## src/hw/rtl/ilist_pkg.sv

```systemverilog
`default_nettype none
package ilist_pkg;

   localparam int DEPTH      = 64;
   localparam int IDX_W      = $clog2(DEPTH);
   localparam int CNT_W      = IDX_W + 1;
   localparam int WORD_W     = 64;
   localparam int KIND_W     = 3;
   localparam int STATUS_W   = 2;
   localparam int GRP_SEL_W  = 3;
   localparam int GROUP_SIZE = 1 << GRP_SEL_W;
   localparam int GROUPS     = DEPTH / GROUP_SIZE;
   localparam int GRP_NUM_W  = IDX_W - GRP_SEL_W;

   localparam logic [KIND_W-1:0] KIND_INSERT = 3'd0;
   localparam logic [KIND_W-1:0] KIND_REMOVE = 3'd1;
   localparam logic [KIND_W-1:0] KIND_FIND   = 3'd2;
   localparam logic [KIND_W-1:0] KIND_READ   = 3'd3;
   localparam logic [KIND_W-1:0] KIND_UPDATE = 3'd4;

   localparam logic [STATUS_W-1:0] ST_OK        = 2'd0;
   localparam logic [STATUS_W-1:0] ST_BAD_POS   = 2'd1;
   localparam logic [STATUS_W-1:0] ST_FULL      = 2'd2;
   localparam logic [STATUS_W-1:0] ST_NOT_FOUND = 2'd3;

   typedef struct packed {
      logic [KIND_W-1:0] kind;
      logic [CNT_W-1:0]  position;
      logic [WORD_W-1:0] value;
   } req_type;

   typedef struct packed {
      logic [STATUS_W-1:0] status;
      logic [IDX_W-1:0]    found_position;
      logic [WORD_W-1:0]   read_word;
      logic [CNT_W-1:0]    entry_count;
      logic                list_empty;
   } rsp_type;

   typedef enum logic [1:0] {
      CELL_HOLD,
      CELL_SHIFT_UP,
      CELL_SHIFT_DOWN,
      CELL_WRITE
   } cell_op_type;

   // broadcast to every cell of the chain
   typedef struct packed {
      cell_op_type       op;
      logic [CNT_W-1:0]  position;
      logic [CNT_W-1:0]  count;
      logic [WORD_W-1:0] word;
   } cell_ctl_type;

   typedef struct packed {
      logic              match;
      logic [WORD_W-1:0] sel_word;
   } cell_out_type;

   typedef struct packed {
      logic              hit;
      logic [IDX_W-1:0]  index;
      logic [WORD_W-1:0] word;
   } reduce_type;

endpackage
`default_nettype wire

```

## src/hw/rtl/ilist_cell.sv

```systemverilog
`default_nettype none
module ilist_cell (
   input  wire                         clock,
   input  wire [ilist_pkg::IDX_W-1:0]  cell_index,
   input  wire ilist_pkg::cell_ctl_type ctl,
   input  wire [ilist_pkg::WORD_W-1:0] lower_word,
   input  wire [ilist_pkg::WORD_W-1:0] upper_word,
   output logic [ilist_pkg::WORD_W-1:0] word,
   output ilist_pkg::cell_out_type     cell_out
);
   import ilist_pkg::*;

   logic [WORD_W-1:0] word_ff;
   logic [WORD_W-1:0] word_in;
   logic [CNT_W-1:0]  idx_ext;

   assign idx_ext = {1'b0, cell_index};
   assign word    = word_ff;

   always_comb begin
      word_in = word_ff;
      case (ctl.op)
         CELL_SHIFT_UP: begin
            if (idx_ext == ctl.position) begin
               word_in = ctl.word;
            end else if (idx_ext > ctl.position) begin
               word_in = lower_word;
            end
         end
         CELL_SHIFT_DOWN: begin
            if (idx_ext >= ctl.position) begin
               word_in = upper_word;
            end
         end
         CELL_WRITE: begin
            if (idx_ext == ctl.position) begin
               word_in = ctl.word;
            end
         end
         default: begin
            word_in = word_ff;
         end
      endcase
   end

   // only live entries may match a key
   assign cell_out.match    = (idx_ext < ctl.count) && (word_ff == ctl.word);
   assign cell_out.sel_word = (idx_ext == ctl.position) ? word_ff : '0;

   always_ff @(posedge clock) begin
      word_ff <= word_in;
   end

endmodule
`default_nettype wire

```

## config.mk

```make
export PLATFORM = sky130hd
export DESIGN_NAME = ilist_cell
export DESIGN_NICKNAME = d
export VERILOG_FILES = /design/src/hw/rtl/ilist_pkg.sv /design/src/hw/rtl/ilist_cell.sv
export SDC_FILE = /design/constraint.sdc
export NUM_CORES = 1
export LEC_CHECK = 0
export BUFFER_PORTS_ARGS = -buffer_cell sky130_fd_sc_hd__clkbuf_2
export CAP_MARGIN = 10
export CORE_AREA = 2 2 132 134
export DETAILED_ROUTE_END_ITERATION = 7
export DIE_AREA = 0 0 134 136
export SETUP_SLACK_MARGIN = 0.02
export SYNTH_ARGS = -nofsm -noshare
export SYNTH_HDL_FRONTEND = slang
export SYNTH_SLANG_ARGS = --single-unit
export TNS_END_PERCENT = 1
```

## constraint.sdc

```tcl
create_clock -name clock -period 6.99 [get_ports clock]
set_clock_uncertainty 0.05 [all_clocks]
set_input_delay 0.699 -clock clock [delete_from_list [all_inputs] [get_ports clock]]
set_output_delay 0.699 -clock clock [all_outputs]
set_load 0.02 [all_outputs]
```

==> out/summary.txt, run 1 <==
Startpoint Class -> input port
Period minus WS final -> 4.319 ns
max FFs per register -> 64
core area -> 16880 um^2
GR Util met1 -> 25.29%
Resize count post-CTS -> 0
setup ws final -> 2.671 ns
clk sinks -> 64
max_cap viols -> 0
Residual DRC -> 0
via count -> 5521
hold path startpoint -> upper_word[34]
most frequent cells after synthesis -> a21oi_1, nor2b_1, edfxtp_1
Crit Path Max Fanout -> 49
leakage power -> 3.628 nW
Chip Height -> 136 um
total CTS buffers -> 9
Top cell by count, worst path -> inv_1
area of the multi-input gates -> 3246 um^2
Clock Tree Root -> clkbuf_16
top cell type's share of synthesized area -> 35.34%
Final Setup Violations -> 0
Async S/R FF share, synth -> 0%
area leader, netlist -> edfxtp_1
synthesized area -> 5438 um^2
Hold Crit Depth -> 3
GRT met3 Usage -> 4.213%
pwr/cell area -> 172.8 nW/um^2
final hold vios -> 0
DP Area -> 7328 um^2
synth warn -> 0
total power draw -> 1.320 mW
Hold WC Path Type -> in -> reg
# diodes -> 0
RSZ-0062 raised after global routing -> no
Fmax -> 0.2315 GHz
gpl congestion -> 0.8901
Unique masters post-synth -> 38
final max-slew violation count -> 0
Rows -> 48
Setup CP Type -> in -> reg
number of detailed-route iterations in the first pass -> 6
hold path endpoint -> word[34]$_DFFE_PP_
layout cell share with drive strength beyond 1 -> 40.82%
clk slew on worst S/H paths -> 0.05 ns
vias in the first global route -> 5096
DR vias/cell -> 4.890
Die X -> 134 um
WP buf/inv -> 4
Synth Net Count -> 807
drt first-iter violations -> 228
initial antenna violation count -> 1
largest net degree at the start of global routing -> 69
Synth Instances -> 581
sequential area share after synthesis -> 35.34%
top-count cell post-synth -> a21oi_1
CP endpoint kind -> register
fin crit share -> 61.79%
CTS tree -> yes
Comb power frac -> 25.9%
EDFF count, synth -> 64
sequential cell area -> 1922 um^2
Filler cells -> 1738
io pins -> 344
critical-path cell list -> clkbuf_2 > inv_1 > ha_1 > nand3_1 > nor2_4 > inv_1 > a21oi_4 > buf_4
gr usage total -> 21.63%
Crit-path slowest cell -> a21oi_4
top post-synthesis cells by area -> edfxtp_1, mux2i_1, a211oi_1
GR peak layer -> met2
hold_buf cts -> 0
nets -> 1125
Sum Neg Setup Slack -> 0 ns
DRT Wirelength -> 20.73 mm
Setup WS pre-CTS -> 2.309 ns
internal power -> 0.9233 mW
post-route ant nets -> 0
ys flop type -> edfxtp_1
Top delay family on crit path -> buffers and inverters
Max-slew headroom -> 30.51%
share of total power in the clock network -> 35.9%
DP Wirelength -> 16.65 mm
Worst Path Arrival -> 4.25 ns
Flop pwr share -> 38.2%
grt total ovfl -> 0
status -> finished, final reports clean
post-route cell area -> 7640 um^2
Initial Utilization -> 32.22%
DR WL/cell -> 18.36 um
worst vdd ir -> 0.08847 mV
Synth-to-Final Area Change -> 40.50%
Sw Pwr -> 0.3972 mW
Worst Path Required -> 6.92 ns
Max Root-Sink Buffers -> 2
switching share of power -> 30.08%
post-CTS setup buffers -> 0
Least-Margin Pin Slew -> 1.040 ns
Die ar. -> 18220 um^2
met2 Use GR -> 40.11%
global-route wire length before repair -> 29.54 mm
I/O Buffers -> 343
syn avg cell area -> 9.359 um^2
H-tree Lvls -> 3
max incr delay on CP -> 0.95 ns
Synth Register Bits -> 64
==> layer usage <==
layer  routed length (um)  up-vias
met5                    0        -
met4                  297        0
met3                 1413       20
met2                10690      255
met1                 8323     2484
li1                     -     2762
==> placed cells by master (no fill, tap or decap), types with 3 or more instances in the layout <==
cell type	synthesis	final
clkinv_1	0	3
mux2i_1	63	63
nor4_1	9	9
xor2_1	25	25
inv_1	30	30
nor3_1	7	7
nand2b_1	4	4
buf_4	1	8
nand4_1	8	8
nor2b_1	66	66
clkbuf_16	0	9
xnor2_1	21	21
nor2_1	12	12
a211oi_1	63	63
a21oi_1	69	68
clkbuf_2	0	341
a2111o_1	3	3
o21ai_0	4	4
edfxtp_1	64	64
ha_1	11	11
and2_1	56	56
o22ai_1	5	5
==> stage by stage <==
stage,util [%],instances,hold WS [ns]
2_1_floorplan,-,581,0.8898
3_3_place_gp,43.42,1113,1.024
3_5_place_dp,43.42,1113,1.024
4_1_cts,45.27,1129,0.6784
5_1_grt,45.27,1129,0.6993
6_report,45.27,1129,0.6935
==> how the worst max path moves through the flow <==
stage                              from                 end  slack [ns]  depth (start not counted)
after floorplan                 ctl[76]   word[0]$_DFFE_PP_        1.52                          7
after global placement    cell_index[0]  word[61]$_DFFE_PP_        2.38                          8
after detailed placement  cell_index[0]  word[61]$_DFFE_PP_        2.31                          8
after CTS                 cell_index[0]  word[25]$_DFFE_PP_        2.67                          8
after global routing      cell_index[0]  word[39]$_DFFE_PP_        2.29                          8
final                     cell_index[0]  word[39]$_DFFE_PP_        2.67                          8
==> power groups by stage <==
stage | Clock (mW) | Sequential, mW | Combinational (mW)
6_report | 0.474 | 0.505 | 0.342
5_1_grt | 0.496 | 0.510 | 0.374
4_1_cts | 0.486 | 0.506 | 0.347
3_5_place_dp | 0 | 0.513 | 0.346
3_3_place_gp | 0 | 0.513 | 0.344
2_1_floorplan | 0 | 0.543 | 0.151
==> final cells by class <==
type	count	share of cell area [%]
Tap cell	225	3.685
Clock buffer	9	2.948
Sequential cell	64	25.16
Multi-Input combinational cell	445	42.48
Timing Repair Buffer	349	23.12
Clock inverter	7	1.130
Inverter	30	1.474
==> cell families (layout without fill, tap and decap cells) <==
family | Yosys count | count (layout) | share of synthesized area, %
compound gates | 153 | 153 | 18.22
xor+xnor | 46 | 46 | 7.409
fa+ha+maj | 11 | 11 | 2.531
buf+inv | 72 | 395 | 5.269
flops | 64 | 64 | 35.34
mux | 63 | 63 | 11.60
simple gates | 172 | 172 | 19.63
No activity file was read; power rests on OpenSTA's default activity.
==> run 2: changes to the inputs <==
Clock period 6.99 ns to 4.1 ns, I/O delays scaled along.
==> run 2 against run 1 <==
Non-clock buffer count fell by 1; highest routed layer is now met5; final cell count did not move; worst hold slack got worse by 0.31 ns; global-route usage rose by 0.36 points; setup slack got worse by 1.4 ns; sequential power rose by 70%; critical endpoint is now cell_out[64]; clock power rose by 75%; clock-buffer cell count rose by 1; largest cell class unchanged; utilization rose by 0.052 points.
==> out/summary.txt, run 2 (same netlist as run 1, synthesis figures left out) <==
Final Setup Violations -> 0 (unchanged)
pwr/cell area -> 297.4 nW/um^2 (was 172.8 nW/um^2)
DR WL/cell -> 18.26 um (was 18.36 um)
DR vias/cell -> 4.965 (was 4.890)
initial antenna violation count -> 2 (was 1)
Hold Crit Depth -> 3 (unchanged)
largest net degree at the start of global routing -> 172 (was 69)
via count -> 5606 (was 5521)
Die ar. -> 18220 um^2 (unchanged)
most frequent cells in the layout -> clkbuf_2, a21oi_1, nor2b_1 (unchanged)
CP endpoint kind -> output port (was register)
GR peak layer -> met2 (unchanged)
Worst Path Arrival -> 2.41 ns (was 4.25 ns)
Least-Margin Pin Slew -> 0.7686 ns (was 1.040 ns)
total CTS buffers -> 9 (unchanged)
Startpoint Class -> register (was input port)
max_cap viols -> 0 (unchanged)
leakage power -> 3.627 nW (was 3.628 nW)
I/O Buffers -> 343 (unchanged)
fin crit share -> 70.02%
final max-slew violation count -> 0 (unchanged)
worst vdd ir -> 0.1387 mV (was 0.08847 mV)
Max Root-Sink Buffers -> 2 (unchanged)
met2 Use GR -> 38.15% (was 40.11%)
post-CTS setup buffers -> 0 (unchanged)
most common cell after layout, fill and taps aside -> clkbuf_2 (unchanged)
Period minus WS final -> 2.871 ns
clk slew on worst S/H paths -> 0.05 ns (about the same)
Residual DRC -> 0 (unchanged)
Fmax -> 0.3483 GHz
Worst Path Required -> 3.64 ns (was 6.92 ns)
Chip Height -> 136 um (unchanged)
Synth-to-Final Area Change -> 40.66% (was 40.50%)
Resize count post-CTS -> 0 (unchanged)
Die X -> 134 um (unchanged)
clk sinks -> 64 (unchanged)
Hold WC Path Type -> in -> reg (unchanged)
final hold vios -> 0 (unchanged)
hold_buf cts -> 0 (unchanged)
max FFs per register -> 64 (unchanged)
DP Wirelength -> 16.20 mm (was 16.65 mm)
nets -> 1124 (was 1125)
gr usage total -> 21.99% (was 21.63%)
vias in the first global route -> 5320 (was 5096)
Rows -> 48 (unchanged)
post-route ant nets -> 0 (unchanged)
Setup CP Type -> reg -> out (was in -> reg)
grt total ovfl -> 0 (unchanged)
number of detailed-route iterations in the first pass -> 4 (was 6)
H-tree Lvls -> 3 (unchanged)
Util after Layout -> 45.32% (was 45.27%)
Sum Neg Setup Slack -> 0 ns (unchanged)
core area -> 16880 um^2 (unchanged)
DRT Wirelength -> 20.62 mm (was 20.73 mm)
Clock Tree Root -> clkbuf_16 (unchanged)
Initial Utilization -> 32.22% (unchanged)
GRT met3 Usage -> 5.071% (was 4.213%)
global-route wire length before repair -> 30.12 mm (was 29.54 mm)
RSZ-0062 raised after global routing -> no (unchanged)
gpl congestion -> 0.8462 (was 0.8901)
Max-slew headroom -> 48.76% (was 30.51%)
status -> finished, final reports clean (unchanged)
drt first-iter violations -> 223 (was 228)
GR Util met1 -> 26.16% (was 25.29%)
layout cell share with drive strength beyond 1 -> 40.86% (was 40.82%)
io pins -> 344 (unchanged)
Crit Path Max Fanout -> 4 (was 49)
CTS tree -> yes (unchanged)
## run 2: changes by cell type in the layout (fill, tap and decap cells not counted), sizes merged
cell	previous run	this run
diode	0	1
buf	8	7
clkbuf	350	351
clkinv	3	2
## run 2: path summary, 6_finish.rpt
| kind | from | end |
|---|---|---|
| hold / removal | lower_word[61] | word[61]$_DFFE_PP_ |
| setup / recovery | word[6]$_DFFE_PP_ | cell_out[64] |
## run 2: final cells by class
type                       count  area [um^2]
timing repair buffer         348         1772
inverter                      30        112.6
fill                        1706         9228
clock buffer                  10        229.0
multi-input combinational    445         3246
sequential                    64         1922
clock inverter                 6        83.83
tap                          225        281.5
antenna                        1        2.502
## run 2: metrics by stage
step	setup slack (ns)	power, mW	cell area, um^2	cells	hold WS (ns)
6_report	1.229	2.275	7649	1129	0.3814
5_1_grt	1.089	2.385	7646	1128	0.4028
4_1_cts	1.182	2.299	7646	1128	0.3676
3_5_place_dp	1.395	1.465	7333	1112	0.7222
3_3_place_gp	1.442	1.461	7333	1112	0.7157
2_1_floorplan	0.1782	1.182	5441	581	0.6008
## run 2: report_power, final
group / switching, mW / internal [mW] / total [mW]
clock: 0.300 / 0.529 / 0.829
combinational: 0.338 / 0.249 / 0.587
sequential: 0.0598 / 0.799 / 0.859
## run 2: routing by layer
| layer | vias to the layer above | wire length (um) | share of wire [%] |
|---|---|---|---|
| met1 | 2557 | 8191 | 40 |
| li1 | 2760 | - | - |
| met5 | - | 13 | 0.063 |
| met3 | 40 | 1575 | 7.6 |
| met4 | 2 | 663 | 3.2 |
| met2 | 247 | 10170 | 49 |
## run 2: critical path, stage by stage (launching register included)
cell and delay [ns]:
edfxtp_1 0.46, nor2b_1 0.19, a2111o_1 0.40, a2111oi_2 0.36
nand4_1 0.15, nor4_2 0.30, clkbuf_2 0.22
